===== src/rtl/spr_pkg.sv =====
`timescale 1ns / 1ps
// ----------------------------------------------------------------------------
// spr_pkg: shared types and constants for the stream pattern replacer
// Payload structs, register indexes, result bundle and length helpers.
// ----------------------------------------------------------------------------
package spr_pkg;

    localparam int MAX_PATTERN     = 8;
    localparam int MAX_REPLACEMENT = 8;
    localparam int WIN_IDX_W       = $clog2(MAX_PATTERN);
    localparam int LEN_W           = 4;
    localparam int CFG_DATA_W      = 64;
    localparam int CFG_IDX_W       = 3;

    typedef enum logic [CFG_IDX_W-1:0] {
        REG_PATTERN_BYTES      = 3'd0,
        REG_PATTERN_LENGTH     = 3'd1,
        REG_REPLACEMENT_BYTES  = 3'd2,
        REG_REPLACEMENT_LENGTH = 3'd3,
        REG_FIRST_ONLY         = 3'd4
    } cfg_reg_t;

    typedef struct packed {
        logic [7:0] text_byte;
        logic       text_end;
    } in_item_t;

    typedef struct packed {
        logic [7:0] out_byte;
        logic       has_byte;
        logic       out_end;
    } out_item_t;

    typedef logic [MAX_PATTERN-1:0][7:0] window_t;

    // Everything one input byte produces, handed from the matcher to the top level.
    typedef struct packed {
        logic [MAX_PATTERN-1:0][7:0] bytes;     // result bytes, first in entry 0
        logic [LEN_W-1:0]            cnt;       // number of result items, 0..8
        logic                        marker;    // single end-only item
        logic                        last;      // final results of the text
        window_t                     win_next;  // pending window after this byte
        logic [WIN_IDX_W-1:0]        pend_next; // pending count after this byte
        logic                        repl_next; // replaced flag after this byte
    } spr_result_t;

    // Pattern length as used: zero acts as one, oversize clamps.
    function automatic logic [LEN_W-1:0] eff_plen(input logic [LEN_W-1:0] raw);
        logic [LEN_W-1:0] n;
        n = raw;
        if (n == '0)
        begin
            n = LEN_W'(1);
        end
        if (n > LEN_W'(MAX_PATTERN))
        begin
            n = LEN_W'(MAX_PATTERN);
        end
        return n;
    endfunction

    function automatic logic [LEN_W-1:0] eff_rlen(input logic [LEN_W-1:0] raw);
        logic [LEN_W-1:0] n;
        n = raw;
        if (n > LEN_W'(MAX_REPLACEMENT))
        begin
            n = LEN_W'(MAX_REPLACEMENT);
        end
        return n;
    endfunction

endpackage


===== src/rtl/stream_pattern_replace.sv =====
`timescale 1ns / 1ps
// ----------------------------------------------------------------------------
// stream_pattern_replace: streaming find-and-replace on a byte stream
// Replaces leftmost non-overlapping occurrences of a configured pattern.
// ----------------------------------------------------------------------------
// Usage: text enters one byte per transfer on in_data, text_end marking the
// last byte. Each accepted byte is registered, then matched combinationally
// against the pattern and its results (zero to eight items) land in a
// result buffer that drains one item per cycle on out_data while out_ready
// is high. A new byte can be taken every cycle while out_ready is high; the
// input side only waits when a byte produces more than one result, holding
// the next byte until those results drain (a match with an eight-byte
// replacement, or the flush at end of text). The result buffer's single
// output port is the cause. Bytes that only fill the window produce no
// result. A text whose rewrite is empty yields one end-only item with
// has_byte low. Write the configuration registers only while the block is
// idle; writes to indexes above first_only are ignored.
// ----------------------------------------------------------------------------
module stream_pattern_replace
(
    input  logic                              clk,
    input  logic                              rst_n,
    input  logic                              in_valid,
    output logic                              in_ready,
    input  spr_pkg::in_item_t                 in_data,
    output logic                              out_valid,
    input  logic                              out_ready,
    output spr_pkg::out_item_t                out_data,
    input  logic                              cfg_we,
    input  logic [spr_pkg::CFG_IDX_W-1:0]     cfg_index,
    input  logic [spr_pkg::CFG_DATA_W-1:0]    cfg_data
);

    // configuration registers
    logic [spr_pkg::CFG_DATA_W-1:0]  pattern_bytes_reg;
    logic [spr_pkg::LEN_W-1:0]       pattern_length_reg;
    logic [spr_pkg::CFG_DATA_W-1:0]  replacement_bytes_reg;
    logic [spr_pkg::LEN_W-1:0]       replacement_length_reg;
    logic                            first_only_reg;

    // input register
    logic                            in_valid_reg;
    spr_pkg::in_item_t               in_item_reg;

    // match state
    spr_pkg::window_t                win_reg;
    spr_pkg::window_t                win_next;
    logic [spr_pkg::WIN_IDX_W-1:0]   pend_reg;
    logic [spr_pkg::WIN_IDX_W-1:0]   pend_next;
    logic                            repl_reg;
    logic                            repl_next;

    // result buffer, entry 0 is on the output
    logic [spr_pkg::MAX_PATTERN-1:0][7:0] res_bytes_reg;
    logic [spr_pkg::MAX_PATTERN-1:0][7:0] res_bytes_next;
    logic [spr_pkg::LEN_W-1:0]       res_cnt_reg;
    logic [spr_pkg::LEN_W-1:0]       res_cnt_next;
    logic                            res_marker_reg;
    logic                            res_marker_next;
    logic                            res_last_reg;
    logic                            res_last_next;

    spr_pkg::spr_result_t            res;
    logic                            out_xfer;
    logic                            buf_free;
    logic                            fire;
    logic                            produce;

    spr_match u_match
    (
        .item               (in_item_reg),
        .win                (win_reg),
        .pend               (pend_reg),
        .replaced           (repl_reg),
        .pattern_bytes      (pattern_bytes_reg),
        .pattern_length     (pattern_length_reg),
        .replacement_bytes  (replacement_bytes_reg),
        .replacement_length (replacement_length_reg),
        .first_only         (first_only_reg),
        .res                (res)
    );

    // Process the held byte once the buffer empties this cycle; while earlier
    // results are still draining, the next byte waits in the input register.
    assign out_valid = (res_cnt_reg != '0);
    assign out_xfer  = out_valid && out_ready;
    assign buf_free  = (res_cnt_reg == '0) ||
                       (out_xfer && (res_cnt_reg == spr_pkg::LEN_W'(1)));
    assign fire      = in_valid_reg && buf_free;
    assign produce   = fire && (res.cnt != '0);
    assign in_ready  = !in_valid_reg || fire;

    assign out_data.out_byte = res_bytes_reg[0];
    assign out_data.has_byte = !res_marker_reg;
    assign out_data.out_end  = res_last_reg && (res_cnt_reg == spr_pkg::LEN_W'(1));

    always_comb
    begin
        res_bytes_next  = res_bytes_reg;
        res_cnt_next    = res_cnt_reg;
        res_marker_next = res_marker_reg;
        res_last_next   = res_last_reg;
        if (produce)
        begin
            res_bytes_next  = res.bytes;
            res_cnt_next    = res.cnt;
            res_marker_next = res.marker;
            res_last_next   = res.last;
        end
        else if (out_xfer)
        begin
            // advance the buffer by one item
            for (int i = 0; i < spr_pkg::MAX_PATTERN - 1; i++)
            begin
                res_bytes_next[i] = res_bytes_reg[i+1];
            end
            res_bytes_next[spr_pkg::MAX_PATTERN-1] = '0;
            res_cnt_next = res_cnt_reg - spr_pkg::LEN_W'(1);
        end
    end

    always_comb
    begin
        win_next  = win_reg;
        pend_next = pend_reg;
        repl_next = repl_reg;
        if (fire)
        begin
            win_next  = res.win_next;
            pend_next = res.pend_next;
            repl_next = res.repl_next;
        end
        // a shorter pattern that no longer exceeds the pending count drops the window
        if (cfg_we && (cfg_index == spr_pkg::REG_PATTERN_LENGTH) &&
            (spr_pkg::eff_plen(cfg_data[spr_pkg::LEN_W-1:0]) <=
             spr_pkg::LEN_W'(pend_next)))
        begin
            pend_next = '0;
        end
    end

    // configuration writes
    always_ff @(posedge clk or negedge rst_n)
    begin
        if (!rst_n)
        begin
            pattern_bytes_reg      <= '0;
            pattern_length_reg     <= spr_pkg::LEN_W'(1);
            replacement_bytes_reg  <= '0;
            replacement_length_reg <= '0;
            first_only_reg         <= 1'b0;
        end
        else if (cfg_we)
        begin
            case (cfg_index)
                spr_pkg::REG_PATTERN_BYTES:      pattern_bytes_reg <= cfg_data;
                spr_pkg::REG_PATTERN_LENGTH:
                    pattern_length_reg <= cfg_data[spr_pkg::LEN_W-1:0];
                spr_pkg::REG_REPLACEMENT_BYTES:  replacement_bytes_reg <= cfg_data;
                spr_pkg::REG_REPLACEMENT_LENGTH:
                    replacement_length_reg <= cfg_data[spr_pkg::LEN_W-1:0];
                spr_pkg::REG_FIRST_ONLY:         first_only_reg <= cfg_data[0];
                default: ;
            endcase
        end
    end

    // control state
    always_ff @(posedge clk or negedge rst_n)
    begin
        if (!rst_n)
        begin
            in_valid_reg   <= 1'b0;
            pend_reg       <= '0;
            repl_reg       <= 1'b0;
            res_cnt_reg    <= '0;
            res_marker_reg <= 1'b0;
            res_last_reg   <= 1'b0;
        end
        else
        begin
            if (in_ready)
            begin
                in_valid_reg <= in_valid;
            end
            pend_reg       <= pend_next;
            repl_reg       <= repl_next;
            res_cnt_reg    <= res_cnt_next;
            res_marker_reg <= res_marker_next;
            res_last_reg   <= res_last_next;
        end
    end

    // payload, no reset
    always_ff @(posedge clk)
    begin
        if (in_ready && in_valid)
        begin
            in_item_reg <= in_data;
        end
        win_reg       <= win_next;
        res_bytes_reg <= res_bytes_next;
    end

endmodule


===== src/rtl/spr_match.sv =====
`timescale 1ns / 1ps
// ----------------------------------------------------------------------------
// spr_match: window compare and result build for one text byte
// Appends the byte to the pending window, compares against the pattern and
// forms the result list and the next window state.
// ----------------------------------------------------------------------------
module spr_match
(
    input  spr_pkg::in_item_t                  item,
    input  spr_pkg::window_t                   win,
    input  logic [spr_pkg::WIN_IDX_W-1:0]      pend,
    input  logic                               replaced,
    input  logic [spr_pkg::CFG_DATA_W-1:0]     pattern_bytes,
    input  logic [spr_pkg::LEN_W-1:0]          pattern_length,
    input  logic [spr_pkg::CFG_DATA_W-1:0]     replacement_bytes,
    input  logic [spr_pkg::LEN_W-1:0]          replacement_length,
    input  logic                               first_only,
    output spr_pkg::spr_result_t               res
);

    spr_pkg::window_t             app;
    logic [spr_pkg::LEN_W-1:0]    plen;
    logic [spr_pkg::LEN_W-1:0]    rlen;
    logic [spr_pkg::LEN_W-1:0]    fill;
    logic                         full;
    logic                         hit;

    always_comb
    begin
        plen = spr_pkg::eff_plen(pattern_length);
        rlen = spr_pkg::eff_rlen(replacement_length);
        fill = spr_pkg::LEN_W'(pend) + spr_pkg::LEN_W'(1);
        full = (fill == plen);

        // append the new byte at the fill position
        for (int i = 0; i < spr_pkg::MAX_PATTERN; i++)
        begin
            app[i] = (pend == spr_pkg::WIN_IDX_W'(i)) ? item.text_byte : win[i];
        end

        hit = full && !(first_only && replaced);
        for (int i = 0; i < spr_pkg::MAX_PATTERN; i++)
        begin
            if ((spr_pkg::LEN_W'(i) < plen) && (app[i] != pattern_bytes[8*i +: 8]))
            begin
                hit = 1'b0;
            end
        end

        res = '0;
        res.win_next  = app;
        res.pend_next = pend;
        res.repl_next = replaced;

        if (hit)
        begin
            for (int i = 0; i < spr_pkg::MAX_PATTERN; i++)
            begin
                res.bytes[i] = replacement_bytes[8*i +: 8];
            end
            res.cnt       = rlen;
            res.pend_next = '0;
            res.repl_next = 1'b1;
        end
        else if (full)
        begin
            // emit the head byte, slide the window by one
            res.bytes[0] = app[0];
            res.cnt      = spr_pkg::LEN_W'(1);
            for (int i = 0; i < spr_pkg::MAX_PATTERN - 1; i++)
            begin
                res.win_next[i] = app[i+1];
            end
            res.pend_next = spr_pkg::WIN_IDX_W'(plen - spr_pkg::LEN_W'(1));
        end
        else
        begin
            res.pend_next = spr_pkg::WIN_IDX_W'(fill);
        end

        if (item.text_end)
        begin
            // flush: on a miss the result is the whole appended window
            if (!hit)
            begin
                res.bytes = app;
                res.cnt   = fill;
            end
            res.last      = 1'b1;
            res.pend_next = '0;
            res.repl_next = 1'b0;
            if (res.cnt == '0)
            begin
                res.bytes  = '0;
                res.cnt    = spr_pkg::LEN_W'(1);
                res.marker = 1'b1;
            end
        end
    end

endmodule

===== config.mk =====
export PLATFORM = sky130hd
export DESIGN_NAME = stream_pattern_replace
export DESIGN_NICKNAME = d
export VERILOG_FILES = /design/src/rtl/spr_pkg.sv /design/src/rtl/stream_pattern_replace.sv /design/src/rtl/spr_match.sv
export SDC_FILE = /design/constraint.sdc
export NUM_CORES = 1
export LEC_CHECK = 0
export BUFFER_PORTS_ARGS = -buffer_cell sky130_fd_sc_hd__buf_2
export CAP_MARGIN = 15
export CELL_PAD_IN_SITES_DETAIL_PLACEMENT = 0
export CELL_PAD_IN_SITES_GLOBAL_PLACEMENT = 2
export CORE_MARGIN = 2
export CORE_UTILIZATION = 46
export DETAILED_ROUTE_END_ITERATION = 10
export HOLD_SLACK_MARGIN = 0.12
export PLACE_DENSITY = 0.9
export RECOVER_POWER = 100
export SLEW_MARGIN = 20
export SYNTH_ARGS = -nofsm -noshare
export SYNTH_HDL_FRONTEND = slang
export SYNTH_HIERARCHICAL = 1
export SYNTH_SLANG_ARGS = --single-unit

===== constraint.sdc =====
create_clock -name clk -period 13.45 [get_ports clk]
set_input_delay 2.0175 -clock clk [delete_from_list [all_inputs] [get_ports clk]]
set_output_delay 2.0175 -clock clk [all_outputs]
set_load 0.02 [all_outputs]

**Word-level counts from Yosys, hierarchy flattened**

Index checks and enable logic that the tools add are counted.

- Bits of input ports: 81
- Output and inout port bits: 12
- Word-level logic and storage cells: 144
- Register bits: 285

- Mux-type cells: 40
- Reductions and logical operators: 39
- Magnitude comparators: 12
- $add $sub $neg: 3
- Equal/unequal tests: 21

Operator list:

| operator | number |
|---|---|
| 56-bit 2-to-1 mux | 3 |
| 68-bit 2-to-1 mux | 2 |
| 64-bit 2-to-1 mux | 2 |
| 70-bit 2-to-1 mux | 1 |
| 69-bit 2-to-1 mux | 1 |
| 8-bit 2-to-1 mux | 8 |
| 8-bit != test | 8 |
| 4-bit 2-to-1 mux | 8 |
| 12-bit 2-to-1 mux | 2 |
| 1-bit logical AND | 18 |
| 4-bit logical NOT | 4 |
| 3-bit by 4-bit < comparator with 1-bit output, first input constant | 4 |
| 3-bit equality test, second input constant | 5 |
| 3-bit by 2-bit equality test with 1-bit output, second input constant | 4 |
| 4-bit > comparator, second input constant | 3 |
| 3-bit 2-to-1 mux | 4 |
| 2-bit AND reduction | 6 |
| 1-bit 2-to-1 mux | 9 |
| 1-bit by 4-bit < comparator with 1-bit output, first input constant | 2 |
| 2-bit by 4-bit < comparator with 1-bit output, first input constant | 2 |
| 4-bit nonzero test | 2 |
| 3-bit by 1-bit equality test with 1-bit output, second input constant | 2 |
| 3-bit logical NOT | 2 |
| 3-bit by 1-bit adder with 4-bit output, second input constant | 1 |
| other kinds (8) | 12 |

**Longest topological paths before layout**

- Depth after elaboration: 23
- Mapped depth: 19
- Depth with buffers taken out: 17

**Cells and area by module**

The synthesis kept the hierarchy.

By module, submodules not included:

| module | seq. area each (um^2) | instances | cells each | area an instance (um^2) |
|---|---|---|---|---|
| stream_pattern_replace | 7,818.7 | 1 | 579 | 10,951.8 |
| spr_match | 0.0 | 1 | 649 | 4,486.8 |

**Least setup slack after synthesis**

No wires, ideal clock.

- Path type: flip-flop to flip-flop
- Start: register pend_reg[0] in the netlist's numbering
- End: register res_bytes_reg, in the netlist out_data[2], enable pin
- Cell stages (with the launch flop): 18
- Clock period less this slack: 6.019 ns
- Data required time: 12.755 ns
- Buffers on the path: 4
- Setup time: 0.695 ns
- Arrival time: 5.324 ns
- Slack: 7.431 ns
- Path through: dfrtp_1 ha_1 ha_1 clkbuf_1 mux2i_1 xnor2_1 nor4_1 nand2_1 a221o_1 or4_4 buf_6 nor2_1 o21ai_0 or4_1 and4_1 buf_6 buf_6 nand2b_1

RTL lines:

| item | RTL line | text |
|---|---|---|
| from (decl) | stream_pattern_replace.sv:48 | `logic [spr_pkg::WIN_IDX_W-1:0] pend_reg;` |
| from (signal assigned) | stream_pattern_replace.sv:186 | `pend_reg <= pend_next;` |
| to (signal assigned) | stream_pattern_replace.sv:202 | `res_bytes_reg <= res_bytes_next;` |
| to (decl) | stream_pattern_replace.sv:54 | `logic [spr_pkg::MAX_PATTERN-1:0][7:0] res_bytes_reg;` |

==> flow_summary.toml <==
[route]
via_count = 9849
wl_mm = 39.08
drtAntennaViolNets = 0
avgViaCountPerCell = 5.647
drc_errors = 0
drt_iter0_drc = 779
wire_per_inst_microns = 22.41
firstDrtPassIters = 7

[timing]
rsz0062_at_grt = "no"
period_minus_slack_ns = 8.683
period_share = 0.6456
final-setup-viol-count = 0
worstMarginPinSlew_ns = 4.712
fin_skew_ns = 0.01613
fmax_ghz = 0.1152
slew_viol_final = 502
slew_headroom = -2.142
final_hold_viol_count = 0
fin_tns_setup_ns = 0
finalWorstSetupSlack_ns = 4.767
whs_ns = 0.5084

[clock_tree]
cts_tree = "done"
cts_resized = 0
root_buffer = "clkbuf_16"
cts_buffers = 31
postCtsHoldBufs = 0
clk_path_buf_depth = 3
clkSinkCount = 285
worst_skew_pair.late_latency_ns = 0.59
htree_levels = 1
cts_setup_buffers = 0
clk_pin_slew_ns = 0.06

[global_routing]
overflow = 0
grt_usage = 0.2194
grt_pass1_wl_mm = 59.67
grt_pass1_vias = 9916
antenna_found_initial = 0
grt_max_degree = 85

[synth]
synthMuxAreaShare = 0.2390
synth_top_area_cell = "edfxtp_1"
yosysTopAreaCellShare = 0.2665
ys_seq_elements = 285
async_flop_share = 0.5193
yosys-top-cells-count = "147 x dfrtp_1, 141 x mux2_2, 137 x edfxtp_1"
synthCells = 1228
synth_fa_ha_area_frac = 0.01054
ys_warn_count = 6
synth_area_sq_um = 15440
synth-xor-area-share = 0.04709
synthesis.nets = 1322
yosysMostFrequentCell = "dfrtp_1"
yosys-top-cells-area = "edfxtp_1 27%, dfrtp_1 24%, mux2_2 10%, mux2i_1 7.7%, mux2_4 5.5%"
synth_seq_area_share = 0.5064
synth_compound_area_frac = 0.06670
synth-edff-count = 137
syn_avg_cell_area_sq_um = 12.57
synth_top_family_by_area = "multiplexers"
ys.flop_type = "dfrtp_1"
synthSimpleGateAreaFrac = 0.08404
synth_cell_type_count = 60

[cells_and_area]
fill_cells = 2989
design_area_sq_um = 16720
final_net_count = 1365
seq_area_sq_um = 7819
drive_gt1_frac = 0.2276
area_delta_synth_final_pct = 8.315
multi_input_area_sq_um = 6694
antennaDiodeCount = 0

[floorplan]
dieArea_sq_um = 35040
boundaryPins = 93
start_util = 0.4639
die_h_microns = 187.2
core_sq_um = 33280
die_w_microns = 187.2
rows = 67

[power_and_ir_drop]
vdd_drop_max_mv = 0.1283
powerDensity_nw_per_um2 = 230.9
power_leakage_nw = 6.367
finalPower_mw = 3.861

[critical_path]
arrival_ns = 9.06
critPathLaunch = "pend_reg[0]$_DFF_PN0_"
r2r-start = "pend_reg[0]$_DFF_PN0_"
crit_required_ns = 13.83
cp-end-kind = "register"
path_max_fanout = 47
reg2reg_to = "win_reg[26]$_DFFE_PN_"
startpoint_type = "register"
worstSetupEndpoint = "win_reg[26]$_DFFE_PN_"
r2r_slack_ns = 4.77
r2r_cells = 13
criticalPathCategory = "reg2reg"

[worst_hold_path]
hold_class = "reg2reg"

[place]
place_hpwl_mm = 25.43
gp_congestion = 0.8429
place_area_sq_um = 16010
portBuffers = 92
dp_slack_ns = 7.221

[outcome]
violations = "max-capacitance violations, max-slew violations"
status = "complete, but fails checks"

[run]
maxCapViolCount = 8
critical path, cell delays in order (launching register included):
cell and delay [ns]:
dfrtp_1 0.51, inv_1 0.14, ha_1 0.24, nand2b_1 0.43, mux2i_1 0.59, xnor2_1 0.13, nor4_1 0.57, nand4_1 0.32
o41ai_1 0.47, clkbuf_1 1.81, a21oi_1 0.89, clkbuf_1 0.73, clkbuf_1 1.09, mux2i_1 0.53
cell usage in the layout, fill, tap and decap left out, types with 16 or more instances in the layout:
cell type / n
nand3_1: 73
xor2_1: 17
mux2_2: 140
mux2i_1: 119
o211ai_1: 16
clkbuf_1: 31
nand2_1: 22
mux2_1: 55
inv_1: 30
a21oi_1: 70
clkbuf_16: 31
xnor2_1: 66
nor2b_1: 55
buf_2: 76
dfrtp_1: 147
o21ai_0: 57
edfxtp_1: 137
worst min path at each step:
stage	startpoint	end	cells past startpoint
4_1_cts	replacement_bytes_reg[63]$_DFFE_PN0P_	replacement_bytes_reg[63]$_DFFE_PN0P_	1
5_1_grt	replacement_bytes_reg[52]$_DFFE_PN0P_	replacement_bytes_reg[52]$_DFFE_PN0P_	1
3_5_place_dp	replacement_bytes_reg[52]$_DFFE_PN0P_	replacement_bytes_reg[52]$_DFFE_PN0P_	1
6_report	res_last_reg$_DFFE_PN0P_	res_last_reg$_DFFE_PN0P_	1
3_3_place_gp	replacement_bytes_reg[7]$_DFFE_PN0P_	replacement_bytes_reg[7]$_DFFE_PN0P_	1
2_1_floorplan	res_last_reg$_DFFE_PN0P_	res_last_reg$_DFFE_PN0P_	1
through the flow:
| stage | cells | utilization |
|---|---|---|
| finish | 1744 | 0.5025 |
| global route | 1744 | 0.5025 |
| CTS | 1743 | 0.5113 |
| detailed placement | 1685 | 0.4810 |
| global placement | 1685 | 0.4810 |
| floorplan | 1228 | - |
layout make-up:
type	instances	area share
Multi-Input combinational cell	816	0.4003
Sequential cell	285	0.4676
Inverter	30	0.006734
Tap cell	448	0.03352
Timing Repair Buffer	107	0.03150
Clock buffer	46	0.05395
Clock inverter	12	0.006435
logic make-up after synthesis:
family	count (synthesis)
multiplexers	321
flip-flops	285
AND/OR/NAND/NOR	228
AO/OA/AOI/OAI	171
buffers and inverters	127
XOR/XNOR	83
adder cells (fa/ha/maj)	13
where the power goes:
part / switching [mW] / internal (mW)
Combinational: 0.840 / 0.583
Clock: 0.354 / 0.484
Sequential: 0.216 / 1.38
Total: 1.41 / 2.45
metal layers:
layer | vias up | part of all wire | wire [microns] | GRT usage
met2 | 291 | 0.47 | 18360 | 0.3612
li1 | 4548 | - | - | -
met1 | 4942 | 0.46 | 17830 | 0.3032
met5 | - | 0 | 0 | 0
met3 | 68 | 0.049 | 1928 | 0.03246
met4 | 0 | 0.025 | 960 | 0.06136
No activity file was read; power rests on OpenSTA's default activity.
